<file path="src/sv/spimfb_pkg.sv">
// Shared types and constants for the byte-wide SPI master.
// Depends on nothing; all files but spimfb_fifo refer to it by scoped names.
package spimfb_pkg;

   // Request operation codes
   typedef enum logic [1:0] {
      OP_LOAD     = 2'd0,
      OP_TICK     = 2'd1,
      OP_SELECT   = 2'd2,
      OP_DESELECT = 2'd3
   } op_type;

   // Configuration register indexes
   localparam logic [1:0] CSR_SPI_MODE    = 2'd0;
   localparam logic [1:0] CSR_LSB_FIRST   = 2'd1;
   localparam logic [1:0] CSR_FILLER_BYTE = 2'd2;
   localparam logic [1:0] CSR_HALF_PERIOD = 2'd3;

   localparam int unsigned CSR_INDEX_WIDTH = 2;
   localparam int unsigned CSR_DATA_WIDTH  = 16;

   localparam logic [2:0]  LAST_BIT        = 3'd7;
   localparam logic [7:0]  FILLER_RESET    = 8'hFF;
   localparam logic [15:0] HALF_RESET      = 16'd1;

   typedef struct packed {
      op_type     operation;
      logic [7:0] tx_byte;
      logic       use_filler;
      logic       miso_level;
   } req_type;

   typedef struct packed {
      logic       sclk_level;
      logic       mosi_level;
      logic       select_n;
      logic [7:0] rx_byte;
      logic       rx_valid;
      logic       busy_res;
      logic       rejected;
   } rsp_type;

   // Classified request handed from the front end to the shift engine
   typedef struct packed {
      op_type     op;
      logic [7:0] tx_byte;
      logic       miso_level;
   } cmd_type;

   typedef struct packed {
      logic [1:0]  spi_mode;
      logic        lsb_first;
      logic [7:0]  filler_byte;
      logic [15:0] half_period_ticks;
   } cfg_type;

endpackage

</file>
<file path="src/sv/spi_master_four_mode_byte.sv">
// A request is registered in the command queue, then in the result queue, which drives rsp_data.
// Throughput: one request per cycle if the result queue has room; one engine state update each.
// Two-entry queues sit before and after the engine, so each side stalls on its own.
// Reset (synchronous, active high) empties both queues, idles the engine with
// select deasserted, and loads the registers with mode 0, MSB first, filler 0xFF, half period 1.
module spi_master_four_mode_byte (
   input  logic                                     clock,
   input  logic                                     reset,
   input  logic                                     req_push,
   input  spimfb_pkg::req_type                      req_data,
   output logic                                     req_full,
   output logic                                     rsp_empty,
   input  logic                                     rsp_pop,
   output spimfb_pkg::rsp_type                      rsp_data,
   input  logic                                     csr_write_en,
   input  logic [spimfb_pkg::CSR_INDEX_WIDTH-1:0]   csr_index,
   input  logic [spimfb_pkg::CSR_DATA_WIDTH-1:0]    csr_wdata
);

   localparam int unsigned CmdWidth = $bits(spimfb_pkg::cmd_type);
   localparam int unsigned RspWidth = $bits(spimfb_pkg::rsp_type);

   spimfb_pkg::cfg_type cfg_ff;
   spimfb_pkg::cfg_type cfg_in;
   spimfb_pkg::cmd_type front_cmd;
   spimfb_pkg::cmd_type head_cmd;
   spimfb_pkg::rsp_type engine_rsp;
   logic                cmd_push;
   logic                cmd_full;
   logic                cmd_empty;
   logic                rsp_full;
   logic                cmd_take;
   logic [CmdWidth-1:0] head_cmd_bits;
   logic [RspWidth-1:0] rsp_bits;

   // Register file: a write lands at the next edge; write only while no request is in flight
   always_comb begin
      cfg_in = cfg_ff;
      if (csr_write_en) begin
         case (csr_index)
            spimfb_pkg::CSR_SPI_MODE:    cfg_in.spi_mode          = csr_wdata[1:0];
            spimfb_pkg::CSR_LSB_FIRST:   cfg_in.lsb_first         = csr_wdata[0];
            spimfb_pkg::CSR_FILLER_BYTE: cfg_in.filler_byte       = csr_wdata[7:0];
            spimfb_pkg::CSR_HALF_PERIOD: cfg_in.half_period_ticks = csr_wdata[15:0];
            default:                     cfg_in = cfg_ff;
         endcase
      end
   end

   always_ff @(posedge clock) begin
      if (reset) begin
         cfg_ff.spi_mode          <= 2'd0;
         cfg_ff.lsb_first         <= 1'b0;
         cfg_ff.filler_byte       <= spimfb_pkg::FILLER_RESET;
         cfg_ff.half_period_ticks <= spimfb_pkg::HALF_RESET;
      end else begin
         cfg_ff <= cfg_in;
      end
   end

   // Front end: classify the request and resolve the dummy byte
   spimfb_front u_front (
      .req_push    (req_push),
      .req_data    (req_data),
      .queue_full  (cmd_full),
      .filler_byte (cfg_ff.filler_byte),
      .cmd_push    (cmd_push),
      .cmd_data    (front_cmd)
   );

   assign req_full = cmd_full;

   // Command queue between front end and engine
   spimfb_fifo #(
      .DATA_WIDTH (CmdWidth)
   ) u_cmd_fifo (
      .clock     (clock),
      .reset     (reset),
      .push      (cmd_push),
      .push_data (front_cmd),
      .full      (cmd_full),
      .pop       (cmd_take),
      .pop_data  (head_cmd_bits),
      .empty     (cmd_empty)
   );

   assign head_cmd = spimfb_pkg::cmd_type'(head_cmd_bits);

   // Advance the engine only when the result has somewhere to go
   assign cmd_take = ~cmd_empty & ~rsp_full;

   spimfb_engine u_engine (
      .clock    (clock),
      .reset    (reset),
      .cmd_take (cmd_take),
      .cmd_data (head_cmd),
      .cfg      (cfg_ff),
      .rsp_data (engine_rsp)
   );

   // Result queue: hold finished requests until the consumer pops them
   spimfb_fifo #(
      .DATA_WIDTH (RspWidth)
   ) u_rsp_fifo (
      .clock     (clock),
      .reset     (reset),
      .push      (cmd_take),
      .push_data (engine_rsp),
      .full      (rsp_full),
      .pop       (rsp_pop),
      .pop_data  (rsp_bits),
      .empty     (rsp_empty)
   );

   assign rsp_data = spimfb_pkg::rsp_type'(rsp_bits);

   // A completed byte always ends the transfer
   a_done_not_busy: assert property (@(posedge clock) disable iff (reset)
      (!rsp_empty && rsp_data.rx_valid) |-> !rsp_data.busy_res)
      else $error("completed byte reported while still busy");

   // A rejected load leaves the running transfer untouched
   a_reject_busy: assert property (@(posedge clock) disable iff (reset)
      (!rsp_empty && rsp_data.rejected) |-> (rsp_data.busy_res && !rsp_data.rx_valid))
      else $error("rejected load without a transfer in progress");

   // Both queues come out of reset empty
   a_reset_empty: assert property (@(posedge clock)
      reset |=> (rsp_empty && !req_full))
      else $error("queues not empty after reset");

   // The engine never drops a result into a full queue
   a_no_overflow: assert property (@(posedge clock) disable iff (reset)
      rsp_full |-> !cmd_take)
      else $error("engine advanced with the result queue full");

endmodule

</file>
<file path="src/sv/spimfb_fifo.sv">
// Two-entry queue used between the front end, the shift engine and the result port.
// Depends on nothing; payload is a flat vector of DATA_WIDTH bits.
module spimfb_fifo #(
   parameter int unsigned DATA_WIDTH = 8
) (
   input  logic                  clock,
   input  logic                  reset,
   input  logic                  push,
   input  logic [DATA_WIDTH-1:0] push_data,
   output logic                  full,
   input  logic                  pop,
   output logic [DATA_WIDTH-1:0] pop_data,
   output logic                  empty
);

   logic [DATA_WIDTH-1:0] mem_ff [2];
   logic                  wr_ptr_ff;
   logic                  wr_ptr_in;
   logic                  rd_ptr_ff;
   logic                  rd_ptr_in;
   logic [1:0]            count_ff;
   logic [1:0]            count_in;
   logic                  do_push;
   logic                  do_pop;

   assign full     = (count_ff == 2'd2);
   assign empty    = (count_ff == 2'd0);
   assign do_push  = push & ~full;
   assign do_pop   = pop & ~empty;
   assign pop_data = mem_ff[rd_ptr_ff];

   always_comb begin
      wr_ptr_in = wr_ptr_ff ^ do_push;
      rd_ptr_in = rd_ptr_ff ^ do_pop;
      count_in  = count_ff;
      if (do_push && !do_pop) begin
         count_in = count_ff + 2'd1;
      end else if (do_pop && !do_push) begin
         count_in = count_ff - 2'd1;
      end
   end

   always_ff @(posedge clock) begin
      if (reset) begin
         wr_ptr_ff <= 1'b0;
         rd_ptr_ff <= 1'b0;
         count_ff  <= 2'd0;
      end else begin
         wr_ptr_ff <= wr_ptr_in;
         rd_ptr_ff <= rd_ptr_in;
         count_ff  <= count_in;
      end
   end

   always_ff @(posedge clock) begin
      if (do_push) begin
         mem_ff[wr_ptr_ff] <= push_data;
      end
   end

endmodule

</file>
<file path="src/sv/spimfb_front.sv">
// Front end: classifies an incoming request and resolves the transmit byte.
// Depends on spimfb_pkg.
module spimfb_front (
   input  logic                 req_push,
   input  spimfb_pkg::req_type  req_data,
   input  logic                 queue_full,
   input  logic [7:0]           filler_byte,
   output logic                 cmd_push,
   output spimfb_pkg::cmd_type  cmd_data
);

   assign cmd_push = req_push & ~queue_full;

   always_comb begin
      cmd_data.op         = req_data.operation;
      cmd_data.miso_level = req_data.miso_level;
      cmd_data.tx_byte    = req_data.tx_byte;
      // substitute the dummy byte on loads without transmit data
      if (req_data.operation == spimfb_pkg::OP_LOAD && req_data.use_filler) begin
         cmd_data.tx_byte = filler_byte;
      end
   end

endmodule

</file>
<file path="src/sv/spimfb_engine.sv">
// Back end: bit timing, shift registers, pin state; one request per cycle on cmd_take.
// Depends on spimfb_pkg.
module spimfb_engine (
   input  logic                 clock,
   input  logic                 reset,
   input  logic                 cmd_take,
   input  spimfb_pkg::cmd_type  cmd_data,
   input  spimfb_pkg::cfg_type  cfg,
   output spimfb_pkg::rsp_type  rsp_data
);

   logic [7:0]  tx_shift_ff,   tx_shift_in;
   logic [7:0]  rx_accum_ff,   rx_accum_in;
   logic [2:0]  bits_done_ff,  bits_done_in;
   logic        half_phase_ff, half_phase_in;
   logic [15:0] tick_count_ff, tick_count_in;
   logic        active_ff,     active_in;
   logic        clock_pin_ff,  clock_pin_in;
   logic        data_pin_ff,   data_pin_in;
   logic        select_pin_ff, select_pin_in;

   logic        cpol;
   logic        cpha;
   logic        lead_level;
   logic [15:0] limit;
   logic [16:0] count_next;
   logic [2:0]  next_bits;
   logic [7:0]  accum_next;
   logic [7:0]  rx_out;
   logic        rx_valid;
   logic        rejected;

   // MSB first walks the index down from seven
   function automatic logic [2:0] bit_index(input logic [2:0] bits, input logic lsb);
      bit_index = bits ^ {3{~lsb}};
   endfunction

   assign cpol       = cfg.spi_mode[1];
   assign cpha       = cfg.spi_mode[0];
   assign lead_level = cpha ? ~cpol : cpol;
   assign limit      = (cfg.half_period_ticks == 16'd0) ? 16'd1 : cfg.half_period_ticks;
   assign count_next = {1'b0, tick_count_ff} + 17'd1;
   assign next_bits  = bits_done_ff + 3'd1;
   assign accum_next = rx_accum_ff |
                       ({7'd0, cmd_data.miso_level} << bit_index(bits_done_ff, cfg.lsb_first));

   always_comb begin
      tx_shift_in   = tx_shift_ff;
      rx_accum_in   = rx_accum_ff;
      bits_done_in  = bits_done_ff;
      half_phase_in = half_phase_ff;
      tick_count_in = tick_count_ff;
      active_in     = active_ff;
      clock_pin_in  = clock_pin_ff;
      data_pin_in   = data_pin_ff;
      select_pin_in = select_pin_ff;
      rx_out        = 8'd0;
      rx_valid      = 1'b0;
      rejected      = 1'b0;
      if (cmd_take) begin
         case (cmd_data.op)
            spimfb_pkg::OP_LOAD: begin
               if (active_ff) begin
                  rejected = 1'b1;
               end else begin
                  tx_shift_in   = cmd_data.tx_byte;
                  rx_accum_in   = 8'd0;
                  bits_done_in  = 3'd0;
                  half_phase_in = 1'b0;
                  tick_count_in = 16'd0;
                  active_in     = 1'b1;
                  data_pin_in   = cmd_data.tx_byte[bit_index(3'd0, cfg.lsb_first)];
                  clock_pin_in  = lead_level;
               end
            end
            spimfb_pkg::OP_TICK: begin
               if (active_ff) begin
                  if (count_next >= {1'b0, limit}) begin
                     tick_count_in = 16'd0;
                     if (!half_phase_ff) begin
                        clock_pin_in  = cpha ? cpol : ~cpol;
                        half_phase_in = 1'b1;
                     end else begin
                        half_phase_in = 1'b0;
                        rx_accum_in   = accum_next;
                        clock_pin_in  = cpol;
                        if (bits_done_ff == spimfb_pkg::LAST_BIT) begin
                           active_in = 1'b0;
                           rx_valid  = 1'b1;
                           rx_out    = accum_next;
                        end else begin
                           bits_done_in = next_bits;
                           data_pin_in  = tx_shift_ff[bit_index(next_bits, cfg.lsb_first)];
                           clock_pin_in = lead_level;
                        end
                     end
                  end else begin
                     tick_count_in = count_next[15:0];
                  end
               end
            end
            spimfb_pkg::OP_SELECT: begin
               select_pin_in = 1'b0;
            end
            spimfb_pkg::OP_DESELECT: begin
               select_pin_in = 1'b1;
            end
            default: begin
               select_pin_in = select_pin_ff;
            end
         endcase
      end
   end

   always_comb begin
      rsp_data.sclk_level = active_in ? clock_pin_in : cpol;
      rsp_data.mosi_level = data_pin_in;
      rsp_data.select_n   = select_pin_in;
      rsp_data.rx_byte    = rx_out;
      rsp_data.rx_valid   = rx_valid;
      rsp_data.busy_res   = active_in;
      rsp_data.rejected   = rejected;
   end

   always_ff @(posedge clock) begin
      if (reset) begin
         tx_shift_ff   <= 8'd0;
         rx_accum_ff   <= 8'd0;
         bits_done_ff  <= 3'd0;
         half_phase_ff <= 1'b0;
         tick_count_ff <= 16'd0;
         active_ff     <= 1'b0;
         clock_pin_ff  <= 1'b0;
         data_pin_ff   <= 1'b0;
         select_pin_ff <= 1'b1;
      end else begin
         tx_shift_ff   <= tx_shift_in;
         rx_accum_ff   <= rx_accum_in;
         bits_done_ff  <= bits_done_in;
         half_phase_ff <= half_phase_in;
         tick_count_ff <= tick_count_in;
         active_ff     <= active_in;
         clock_pin_ff  <= clock_pin_in;
         data_pin_ff   <= data_pin_in;
         select_pin_ff <= select_pin_in;
      end
   end

endmodule

</file>
<file path="config.mk">
export PLATFORM = sky130hd
export DESIGN_NAME = spi_master_four_mode_byte
export DESIGN_NICKNAME = d
export VERILOG_FILES = /design/src/sv/spimfb_pkg.sv /design/src/sv/spi_master_four_mode_byte.sv /design/src/sv/spimfb_fifo.sv /design/src/sv/spimfb_front.sv /design/src/sv/spimfb_engine.sv
export SDC_FILE = /design/constraint.sdc
export NUM_CORES = 1
export LEC_CHECK = 0
export BUFFER_PORTS_ARGS = -buffer_cell sky130_fd_sc_hd__buf_2
export CORE_UTILIZATION = 55
export CTS_BUF_LIST = sky130_fd_sc_hd__clkbuf_16
export DETAILED_ROUTE_END_ITERATION = 6
export PLACE_DENSITY = 0.7
export REMOVE_ABC_BUFFERS = 1
export SYNTH_ARGS = -nofsm -noshare
export SYNTH_HDL_FRONTEND = slang
export SYNTH_SLANG_ARGS = --single-unit
</file>
<file path="constraint.sdc">
create_clock -name clock -period 4.14 [get_ports clock]
set_input_delay 0.828 -clock clock [delete_from_list [all_inputs] [get_ports clock]]
set_output_delay 0.828 -clock clock [all_outputs]
set_load 0.03 [all_outputs]
</file>
# After elaboration in Yosys (flattened, before gate mapping)
# Memory sizes are Yosys's and may differ from the RTL's. A register that Yosys moved wholly into a read port is not among the register bits.
# Index checks and enable logic that the tools add are counted.
# totals
mem_count	2
reg_bits	75
output_inout_bits	16
input_bits	35
ramBits	50
word_cells	168
# op_classes
order_cmp	3
n_shift	1
n_reduce_logical	27
eq_ne	14
n_addsub	6
bitwise_logic	20
muxes	76
# memory_table
name	depth	word_bits	read_ports	rd_clocked_by_memory_dff	wr	line	text
u_rsp_fifo.mem_ff	2	14	1	1	1	spimfb_fifo.sv:16	logic [DATA_WIDTH-1:0] mem_ff [2];
u_cmd_fifo.mem_ff	2	11	1	1	1	spimfb_fifo.sv:16	
# op_table
cell	count
two-way mux 8 bit	11
two-way mux 16 bit	4
two-way mux 1 bit	43
one-hot mux 16 bit (2 select lines)	1
adder 16 x 1 -> 17 bit, second input constant	1
greater-or-equal comparator 17 x 16 -> 1 bit	1
zero test 16 bit	1
one-hot mux 8 bit (2 select lines)	1
two-way mux 3 bit	5
equality test 2 bit, second input constant	6
zero test 2 bit	5
one-hot mux 1 bit (2 select lines)	5
< comparator 3 x 4 -> 1 bit, second input constant	2
two-way mux 2 bit	4
bitwise OR 8 bit	1
AND reduction 2 bit	4
left shift 1 x 3 -> 8 bit	1
inverter 1 bit	7
AND reduction 7 bit	1
AND 1 bit	6
inequality test 2 x 1 -> 1 bit, second input constant	3
one-hot mux 3 bit (2 select lines)	1
AND reduction 6 bit	1
nonzero test 2 bit	3
14 further kinds	29

# Longest topological paths before layout
# Gate-level depths: netlist of the first run.
# depth
depth_word	10
mapped_depth	17
depth_no_buf	14

# Hierarchy
# From an unflattened synthesis of the first run, not the netlist that was laid out.
# unflattened
hier_cells	651
hier_area_um2	6456.2
# modules_own_cells
mod	seq_area_each_um2	instances	area_each_um2	cells_each
spimfb_engine	800.8	1	2940.3	400
spimfb_fifo (u_rsp_fifo)	920.9	1	1209.9	65
spi_master_four_mode_byte	540.5	1	1179.9	118
spimfb_fifo (u_cmd_fifo)	740.7	1	988.4	55
spimfb_front	0.0	1	137.6	13

# Worst setup path before layout of the first run
# OpenSTA, ideal clock, no wires.
# synth_timing
kind	register to register
start	register u_engine.tick_count_ff[0]
end	memory u_rsp_fifo.mem_ff[0][13] (netlist name) (data pin)
arrival_time_ns	3.340
t_required_ns	3.878
setup_slack_ns	0.538
path_stages_with_launch	15
setup_time_ns	0.262
path_buffers	0
period_less_slack_ns	3.602
cell_sequence	dfxtp_1 > and3_1 > nand3_1 > nor2_1 > and3_1 > nand3_1 > xnor2_1 > ha_1 > and3_1 > a21o_1 > a31oi_1 > nand2b_4 > or3b_1 > a32o_1 > mux2_4
# synth_rtl
item	line	text
start, declared	spimfb_engine.sv:16	logic [15:0] tick_count_ff, tick_count_in;
start signal, assigned	spimfb_engine.sv:141	tick_count_ff <= tick_count_in;
end, declared	spimfb_fifo.sv:16	

==> results of run 1 <==
==> final cells by class <==
type | count | area [um^2] | area share
clock buffer | 17 | 425 | 0.0609
clock inverter | 15 | 149 | 0.0213
timing repair buffer | 54 | 280 | 0.0401
inverter | 27 | 101 | 0.0145
sequential | 125 | 3000 | 0.430
multi-input combinational | 417 | 2860 | 0.409
tap | 136 | 170 | 0.0244
==> cell usage after synthesis (all sizes together) <==
| cell | count |
|---|---|
| a211oi | 9 |
| a21o | 2 |
| a21oi | 30 |
| a22o | 5 |
| a31oi | 8 |
| a32o | 3 |
| a41o | 1 |
| and2 | 4 |
| and3 | 15 |
| buf | 6 |
| clkbuf | 19 |
| dfxtp | 75 |
| edfxtp | 50 |
| ha | 25 |
| inv | 27 |
| mux2 | 24 |
| mux2i | 18 |
| mux4 | 5 |
| nand2 | 77 |
| nand2b | 7 |
| nand3 | 29 |
| nand3b | 8 |
| nand4 | 2 |
| nor2 | 41 |
| nor2b | 6 |
| nor3 | 18 |
| nor3b | 2 |
| nor4 | 5 |
| o2111ai | 1 |
| o211ai | 2 |
| o21a | 9 |
| o21ai | 17 |
| o22ai | 2 |
| o2bb2ai | 1 |
| o31a | 1 |
| o31ai | 2 |
| o32a | 1 |
| o32ai | 5 |
| or2 | 1 |
| or3 | 5 |
| or3b | 1 |
| or4 | 1 |
| xnor2 | 11 |
| xor2 | 13 |
==> state kept, by name, summed over array words and instances, names as in the netlist, 2 cells and up <==
name	count
u_rsp_fifo.mem_ff	28
cfg_ff	27
u_cmd_fifo.mem_ff	22
u_engine.tick_count_ff	16
u_engine.rx_accum_ff	8
u_engine.tx_shift_ff	8
u_engine.bits_done_ff	3
u_cmd_fifo.count_ff	2
u_rsp_fifo.count_ff	2
==> logic make-up after synthesis <==
group,after synthesis,synth area share
AOI/OAI and AO/OA,99,0.110
DFF,125,0.495
and+or+nand+nor,222,0.180
muxes,47,0.0935
xor gates and xnor gates,24,0.0347
adders and majority gates,25,0.0516
buffers and inverters,52,0.0355
==> what timing repair did <==
action	CTS	global route
setup endpoints to repair	0	2
hold endpoints to repair	0	0
resized for setup	0	1
==> power by group through the flow <==
stage / registers [uW] / logic [uW] / clock network, uW
floorplan: 1620 / 730 / 0
global placement: 1650 / 949 / 0
detailed placement: 1660 / 974 / 0
CTS: 1640 / 983 / 1440
global route: 1660 / 1060 / 1490
finish: 1640 / 975 / 1420
==> worst min-delay path, delay by kind of cell (launching register included) <==
kind / cells / cell delay (ns)
DFF: 1 / 0.31
AOI/OAI and AO/OA: 1 / 0.04
and+or+nand+nor: 1 / 0.06
==> per-layer routing <==
metal	global-route usage	up-vias	part of all wire
met5	0	-	0
met4	0.0734	0	0.016
met3	0.0578	23	0.049
met2	0.362	119	0.45
met1	0.338	2132	0.48
li1	-	2240	-
==> through the flow <==
step / power [uW] / instances / setup WS (ns)
CTS: 4060 / 791 / 0.198
floorplan: 2350 / 569 / 0.527
global placement: 2600 / 759 / 0.399
detailed placement: 2640 / 759 / 0.292
global route: 4220 / 791 / 0.0247
finish: 4030 / 791 / 0.187
==> worst min path at each step <==
stage / end / slack [ns] / startpoint
finish: u_engine.rx_accum_ff[2] / 0.46 / u_engine.rx_accum_ff[2]
global route: u_engine.rx_accum_ff[0] / 0.49 / u_engine.rx_accum_ff[0]
CTS: u_engine.rx_accum_ff[2] / 0.46 / u_engine.rx_accum_ff[2]
detailed placement: u_engine.rx_accum_ff[2] / 0.44 / u_engine.rx_accum_ff[2]
global placement: u_engine.rx_accum_ff[0] / 0.44 / u_engine.rx_accum_ff[0]
floorplan: u_engine.rx_accum_ff[0] / 0.43 / u_engine.rx_accum_ff[0]
==> run metrics, run 1 <==
Net Sw Power=approximately 1300 uW; PortBufs=50; Final nets=between 700 and 800; r2r setup slk=0.19 ns; status=finished, final reports clean; root buf cell=clkbuf_16; number of routed nets with antenna violations=0; Crit. End Element=flip-flop; row count=37; RSZ-0062 raised after global routing=no; Syn Inst Count=just under 600; Reg power frac=0.406; CTS sink cnt=roughly 130; R2R Path End=u_rsp_fifo.mem_ff[0][13]; WP depth=14; Crit Path Max Fanout=9; Pleak=0.00269 uW; Worst path max stage delay=0.41 ns; vias in the first global route=about 4,200; Peak supply drop=around 0.36 mV; DR vias=around 4,500; chip height=between 100 and 150 um; Distinct cells, synth=58; synthesized flop and latch total=~130; Worst EP required=between 4 and 5 ns; worst slew pin tran=1.02 ns; CTS H-tree depth=4; layout cells sized above 1=0.195; critical path launch point type=flip-flop; die width=~110 um; crit path from=u_engine.tick_count_ff[0]; Switching Fraction=0.315; fin crit share=0.955; Overflow after GRT=0; reg-to-reg startpoint=u_engine.tick_count_ff[0]; Final setup violation count=0; Clock Skew=0.00631 ns; core area=around 11,000 um^2; most used cells in the layout excluding fill and tap cells=nand2_1 (77), dfxtp_1 (75), buf_2 (50), edfxtp_1 (50), nor2_1 (40); CP top delay family=simple AND/OR/NAND/NOR gates; starting density of the core=0.577; CP max stage cell=dfxtp_1; Arrival @ worst endpoint=~4.1 ns; CTS tree=yes; finished layout cell area=6990 um^2; Logic pwr share=0.242; DR vias/cell=5.71; Mapped Area=a little over 6000 um^2; CP endpoint=u_rsp_fifo.mem_ff[0][13]; register area share after synthesis=0.495; HPWL Detailed=~8600 um; largest net degree at the start of global routing=33; WHS Path Cells=2; GRT Overall Usage=0.239; clock power share=0.352; Worst-path clk slew=roughly 0.05 ns; Avg Synthesized Cell Area=between 10 and 15 um^2; Fin. Hold Viols=0; die area=~11,000 um^2; Int Power=2760 uW; Routed WL=12,400 um; Final min period=3.95 ns; TritonCTS buffer count=17; Max-Cap Viols=0; Pwr Density=slightly below 600 nW/um^2; critical path class=flip-flop to flip-flop; drc violations=0; CP Cell Sequence=ha_1 -> and3_1 -> and3_1 -> nand3_1 -> xnor2_1 -> ha_1 -> nand2_1 -> nor4_1 -> o21ai_0 -> o211ai_1 -> buf_4 -> nor2_1 -> a32o_1 -> mux2_4; synth-to-layout area growth=15.2%; wire per inst=between 15 and 20 um; TritonRoute pass-1 iters=4; fin. max-slew vios=0; # IOs=51; Clock Latency Late Sink=between 0.4 and 0.5 ns; Yosys top cell by area=dfxtp_1; relative slew slack=0.319; Synth area leaders=dfxtp_1 (25%), edfxtp_1 (25%), ha_1 (5.2%); CTS Hold Buffers Added=0; Cell Area, Placed=around 6400 um^2; most common cell after layout, fill and taps aside=nand2_1; Reg2Reg Depth=14; Final Wtd Congestion=just under 0.9; share of Yosys cell area claimed by the top area cell type=0.248; Hold Path Class=flip-flop to flip-flop; setup TNS=0 ns; initial antenna violation count=0; first-pass GRT wire length=20,900 um; hold slack=roughly 0.46 ns; Syn. warnings=0; Setup Buffers After CTS=0; clk buf depth=2; Inserted Diodes=0; DR iter-0 viols=214; max frequency=between 0.2 and 0.3 GHz; Buf/Inv on CP=1; Final Core Density=0.665; Fill cells=between 800 and 900
No activity file was read; power rests on OpenSTA's default activity.
==> inputs of run 2 (changes only) <==
- ABC_AREA: default -> 1
==> run 2 against run 1 <==
  * Fmax increased by 17%
  * Clock skew increased by 0.0017 ns
  * Die area down 1.1%
  * Via count rose by 4.6%
  * Non-clock buffer count is 3 lower
  * Critical path depth rose by 7
  * Register-to-register slack improved by 0.56 ns
  * Cell count grew 14%
  * Setup slack better by 0.56 ns
  * Synthesized cell count up 18%
  * Cell area rose by 0.66%
  * Critical path type unchanged
  * Critical endpoint is now u_rsp_fifo.mem_ff[1][10]
  * Largest power group is now the clock network
==> run metrics, run 2 <==
Final setup violation count=0 (unchanged); Post-synth EDFFs=50 (unchanged); Logic pwr share=0.287 (+0.045); Int Power=3150 uW (+14%); most common cell after layout, fill and taps aside=nand2_1; clock power share=0.358 (+0.006); Net Sw Power=1670 uW (+31%); Buf/Inv on CP=3 (+2); Cell Area, Placed=6340 um^2 (-0.96%); Max-Cap Viols=0 (unchanged); largest registers=u_rsp_fifo.mem_ff x28, cfg_ff x27, u_cmd_fifo.mem_ff x22; layout cells sized above 1=0.156 (-0.0397); Arrival @ worst endpoint=3.64 ns (-0.47 ns); Finished Layout Cells=900 (+14%); Most flops, register=u_rsp_fifo.mem_ff; CTS sink cnt=125 (unchanged); first-pass GRT wire length=20,500 um (-2.0%); Synth area leaders=dfxtp_1 (25%), edfxtp_1 (25%), nand2_1 (12%); initial antenna violation count=0 (unchanged); Worst path max stage delay=0.40 ns (about the same); CP max stage cell=dfxtp_1; drc violations=0 (unchanged); finished layout cell area=7030 um^2 (+0.66%); most frequent cells after synthesis=nand2_1 (190), dfxtp_1 (75), inv_1 (67), nor2_1 (63), a21oi_1 (59); RSZ-0062 raised after global routing=no; # IOs=51 (unchanged); Async S/R FF share, synth=0 (unchanged); Mapped Area=5990 um^2 (-1.1%); Final nets=811 (+16%); largest net degree at the start of global routing=34 (+3.0%); die width=106 um (-0.56%); TritonCTS buffer count=17 (unchanged); max FFs per register=28 (unchanged); Reg power frac=0.355 (-0.051); die area=11,300 um^2 (-1.1%); HPWL Detailed=8560 um (-1.0%); TritonRoute pass-1 iters=5 (+1); chip height=106 um (-0.56%); Pleak=0.00297 uW (+10%); setup TNS=0 ns (unchanged); fin crit share=0.818 (-0.136); number of routed nets with antenna violations=0 (unchanged); area of the multi-input gates=2640 um^2 (-7.7%); CP top delay family=simple AND/OR/NAND/NOR gates; Crit. End Element=flip-flop; Final Wtd Congestion=0.820 (-6.5%); Routed WL=12,300 um (-1.1%); Fill cells=881 (+5.0%); fin. max-slew vios=0 (unchanged); core area=10,500 um^2 (-0.44%); most used cells in the layout excluding fill and tap cells=nand2_1 (190), dfxtp_1 (75), inv_1 (67); Crit Path Max Fanout=8 (-1); relative slew slack=0.480 (+0.161); Yosys top cell by area=dfxtp_1; count leader, synth=nand2_1; DR iter-0 viols=283 (+32%); Clock Latency Late Sink=0.42 ns (about the same); synth-to-layout area growth=17.3%; Switching Fraction=0.346 (+0.0314); Cells after DPL=868 (+14%); DR vias=4,720 (+4.6%); CTS tree=yes; starting density of the core=0.573 (-0.00402); Inserted Diodes=0 (unchanged); Overflow after GRT=0 (unchanged); CTS H-tree depth=4 (unchanged); worst slew pin tran=0.774 ns (-0.246 ns); Worst-path clk slew=0.06 ns (about the same); critical path class=flip-flop to flip-flop; critical path launch point type=flip-flop; most common flop cell mapped by yosys=dfxtp_1; PnR Total Power=4810 uW (+19%); sequential cell area=3000 um^2 (unchanged); Hold Path Class=flip-flop to flip-flop; register area share after synthesis=0.501 (+0.00569); Fin. Hold Viols=0 (unchanged); Syn Inst Count=700 (+18%); Avg Synthesized Cell Area=8.56 um^2 (-16%); Clock Skew=0.00797 ns (+0.00166 ns); synthesized flop and latch total=125 (unchanged); root buf cell=clkbuf_16; Worst EP required=4.39 ns (+0.09 ns); post-cts sizing count=0 (unchanged); share of Yosys cell area claimed by the top area cell type=0.250 (+0.00284); clk buf depth=2 (unchanged); CP Cell Sequence=nand3_1 -> nor3_2 -> nand2_1 -> nor2_1 -> nand3_1 -> nor2_1 -> xor2_1 -> inv_1 -> ha_1 -> nand2_1 -> inv_1 -> nand2_1 -> nor2_1 -> nand2_1 -> nand3_1 -> nand2_1 -> nand3_2 -> nand4_1 -> nor2_1 -> inv_1 -> nor2_1; Final min period=3.39 ns (-0.564 ns); Distinct cells, synth=43 (-26%); Pwr Density=684 nW/um^2 (+19%); vias in the first global route=4,483 (+6.2%); CTS Hold Buffers Added=0 (unchanged); Setup Buffers After CTS=0 (unchanged); DR vias/cell=5.24 (-8.1%); PortBufs=50 (unchanged); max frequency=0.295 GHz (+17%); Syn. warnings=0 (unchanged); status=finished, final reports clean; row count=37 (unchanged); wire per inst=13.7 um (-13%); GRT Overall Usage=0.238 (-0.000757); Peak supply drop=0.330 mV (-8.3%)
[run 2: cell types whose count changed in the layout (fill, tap and decap cells not counted), sizes merged, moves of 15 or more]
cell   delta
a21oi    +31
and3     -15
inv      +41
mux2     -16
mux2i    -17
nand2   +118
nor2     +30
o21ai    +17
[run 2: cells by family after synthesis]
logic type               after synthesis  share of synthesized area
multiplexers                           9                     0.0167
flip-flops                           125                      0.501
AND/OR/NAND/NOR                      315                      0.228
buffers and inverters                 91                     0.0591
XOR/XNOR                              22                     0.0321
AO/OA/AOI/OAI                        113                      0.111
adder cells (fa/ha/maj)               25                     0.0522
[run 2: layout make-up]
cell class	instances	share of cell area
Tap cell	136	0.0242
Clock buffer	18	0.0641
Timing Repair Buffer	51	0.0367
Inverter	72	0.0391
Multi-Input combinational cell	484	0.375
Clock inverter	14	0.0338
Sequential cell	125	0.427
[run 2: path summary, 6_finish.rpt]
check                            startpoint  depth (start not counted)                  endpoint  slack, ns
hold reg to reg                  cfg_ff[19]                          2                cfg_ff[19]       0.46
hold / removal                   cfg_ff[19]                          2                cfg_ff[19]       0.46
setup reg to reg  u_engine.tick_count_ff[0]                         21  u_rsp_fifo.mem_ff[1][10]       0.75
setup / recovery  u_engine.tick_count_ff[0]                         21  u_rsp_fifo.mem_ff[1][10]       0.75
[run 2: metrics by stage]
stage / worst slack, ns / utilization / hold slack [ns]
6_report: 0.752 / 0.672 / 0.458
5_1_grt: 0.289 / 0.672 / 0.475
3_5_place_dp: 0.832 / 0.606 / 0.443
4_1_cts: 0.764 / 0.672 / 0.458
3_3_place_gp: 1.04 / 0.606 / 0.434
2_1_floorplan: 1.29 / - / 0.425
[run 2: power by group through the flow]
stage / combinational (uW) / sequential, uW / clock (uW)
floorplan: 1060 / 1690 / 0
global placement: 1340 / 1720 / 0
detailed placement: 1370 / 1730 / 0
CTS: 1390 / 1710 / 1740
global route: 1550 / 1730 / 1800
finish: 1380 / 1710 / 1720
[run 2: worst reg2reg max path, stage by stage, from the launching register on]
cell	delay, ns
dfxtp_1	0.40
nand3_1	0.17
nor3_2	0.19
nand2_1	0.08
nor2_1	0.20
nand3_1	0.15
nor2_1	0.14
xor2_1	0.20
inv_1	0.07
ha_1	0.27
nand2_1	0.05
inv_1	0.08
nand2_1	0.05
nor2_1	0.12
nand2_1	0.07
nand3_1	0.08
nand2_1	0.07
nand3_2	0.14
nand4_1	0.12
nor2_1	0.20
inv_1	0.17
nor2_1	0.20
[run 2: metal layers]
metal  wire length (um)  global-route usage  vias up  part of all wire
met5                  0                   0        -                 0
met1               5510               0.291     2164              0.45
li1                   -                   -     2415                 -
met2               6060               0.403      113              0.49
met3                469              0.0564       28             0.038
met4                270              0.0962        0             0.022
==> inputs of run 3 (changes only) <==
- ABC_AREA: 1 -> 0
- clock period: 4.14 -> 3.2 ns (I/O delays scaled with it)
==> run 3 against run 2 <==
  * The run now ends with design-rule violations, negative setup slack left
  * Highest routed layer unchanged
  * Global-route usage up 3.8 points
  * Combinational power grew 4%
  * Cell area rose by 12%
==> run metrics, run 3 (same netlist as run 1, synthesis figures left out) <==
die width=107 um (+0.56%); TritonRoute pass-1 iters=7 (+2); layout cells sized above 1=0.322 (+0.166); fin. max-slew vios=0 (unchanged); status=finished with violations; max frequency=0.296 GHz (+0.46%); Fin. Hold Viols=0 (unchanged); Routed WL=15,300 um (+24%); Final nets=762 (-6.0%); starting density of the core=0.577 (+0.00402); relative slew slack=0.497 (+0.0174); Cell Area, Placed=6740 um^2 (+6.2%); PortBufs=50 (unchanged); Worst EP required=3.37 ns (-1.02 ns); Worst-path clk slew=0.06 ns (about the same); CTS tree=yes; GRT Overall Usage=0.276 (+0.0384); CP Cell Sequence=and3_4 -> nand3_4 -> nor2_4 -> and3_4 -> buf_6 -> xor2_4 -> ha_4 -> and3_4 -> a21o_1 -> a31oi_1 -> buf_4 -> nand2b_4 -> or3b_1 -> a32o_2 -> mux2_4; row count=37 (unchanged); pre-CTS setup slack=-0.420 ns (-1.25 ns); die area=11,400 um^2 (+1.1%); TritonCTS buffer count=17 (unchanged); Max-Cap Viols=0 (unchanged); vias in the first global route=4,868 (+8.6%); Overflow after GRT=0 (unchanged); root buf cell=clkbuf_16; Arrival @ worst endpoint=3.54 ns (-0.10 ns); CP top delay family=simple AND/OR/NAND/NOR gates; Crit. End Element=flip-flop; Fill cells=692 (-21%); Hold Path Class=input pin to flip-flop; largest registers=u_rsp_fifo.mem_ff x28, cfg_ff x27, u_cmd_fifo.mem_ff x22; RSZ-0062 raised after global routing=yes; Final Wtd Congestion=0.854 (+4.1%); finished layout cell area=7870 um^2 (+12%); area of the multi-input gates=3220 um^2 (+22%); Pwr Density=687 nW/um^2 (+0.39%); Clock Skew=0.0136 ns (+0.00563 ns); most common cell after layout, fill and taps aside=nand2_1; DR iter-0 viols=307 (+8.5%); drc violations=1 (+1); CP max stage cell=dfxtp_4; largest net degree at the start of global routing=34 (unchanged); CTS H-tree depth=4 (unchanged); core area=10,500 um^2 (+0.44%); Most flops, register=u_rsp_fifo.mem_ff; initial antenna violation count=0 (unchanged); chip height=107 um (+0.56%); worst slew pin tran=0.754 ns (-0.0201 ns); critical path launch point type=flip-flop; Inserted Diodes=0 (unchanged); critical path class=flip-flop to flip-flop; Pleak=0.00310 uW (+4.2%); CP dominant cell by count=and3_4; hold slack=0.421 ns (-0.0364 ns); most used cells in the layout excluding fill and tap cells=nand2_1 (77), dfxtp_1 (72), buf_4 (54); fin crit share=1.05 (+0.236); clk buf depth=2 (unchanged); Crit Path Max Fanout=3 (-5); first-pass GRT wire length=24,100 um (+18%); final worst slack=-0.173 ns (-0.924 ns); Buf/Inv on CP=2 (-1); sequential cell area=3010 um^2 (+0.29%); Cells after DPL=800 (-7.8%); Final min period=3.37 ns (-0.0155 ns); DR vias=4,984 (+5.6%); Final setup violation count=34 (+34); HPWL Detailed=9580 um (+12%); DR vias/cell=5.86 (+12%); failing checks=design-rule violations, negative setup slack; Peak supply drop=0.464 mV (+40%); Finished Layout Cells=851 (-5.4%); Worst path max stage delay=0.36 ns (-0.04 ns); synth-to-layout area growth=29.9%; number of routed nets with antenna violations=0 (unchanged); setup TNS=-1.73 ns (-1.73 ns); max FFs per register=28 (unchanged); wire per inst=18.0 um (+31%); # IOs=51 (unchanged); CTS sink cnt=125 (unchanged); Clock Latency Late Sink=0.42 ns (about the same)
[run 3: metrics by stage]
stage / util / power (uW)
2_1_floorplan: - / 3040
3_3_place_gp: 0.641 / 3420
3_5_place_dp: 0.641 / 3470
4_1_cts: 0.728 / 5370
5_1_grt: 0.749 / 5640
6_report: 0.749 / 5410
[run 3: path summary, 6_finish.rpt]
check / endpoint / start / slack (ns) / cells after the start
max: u_rsp_fifo.mem_ff[1][13] / u_engine.tick_count_ff[0] / -0.17 / 15
min: u_cmd_fifo.mem_ff[0][0] / req_data[0] / 0.42 / 1
max reg2reg: u_rsp_fifo.mem_ff[1][13] / u_engine.tick_count_ff[0] / -0.17 / 15
min reg2reg: u_engine.rx_accum_ff[1] / u_engine.rx_accum_ff[1] / 0.47 / 2
[run 3: layout make-up]
cell class | count | share of cell area
timing repair buffer | 114 | 0.101
clock buffer | 17 | 0.0540
multi-input combinational | 417 | 0.409
inverter | 27 | 0.0129
clock inverter | 15 | 0.0189
tap | 136 | 0.0216
sequential | 125 | 0.382
[run 3: layer usage]
metal / global-route usage / routed length (um) / vias to the layer above
li1: - / - / 2355
met1: 0.345 / 6460 / 2387
met2: 0.463 / 7640 / 207
met3: 0.0608 / 887 / 35
met4: 0.114 / 288 / 0
met5: 0 / 0 / -
[run 3: power breakdown]
part | switching [uW] | leakage, uW | internal, uW
registers | 146 | 0.00108 | 1960
clock network | 729 | 0.000290 | 1150
logic | 878 | 0.00173 | 554
[run 3: repair_timing]
| item | 4_1_cts | 5_1_grt |
|---|---|---|
| gates resized for setup | 44 | 31 |
| cloned | 0 | 0 |
| pin swaps | 28 | 31 |
| buffers inserted | 15 | 5 |
| hold endpoints to repair | 0 | 0 |
| endpoints found under the setup margin | 55 | 55 |
| hold buffers | 0 | 0 |
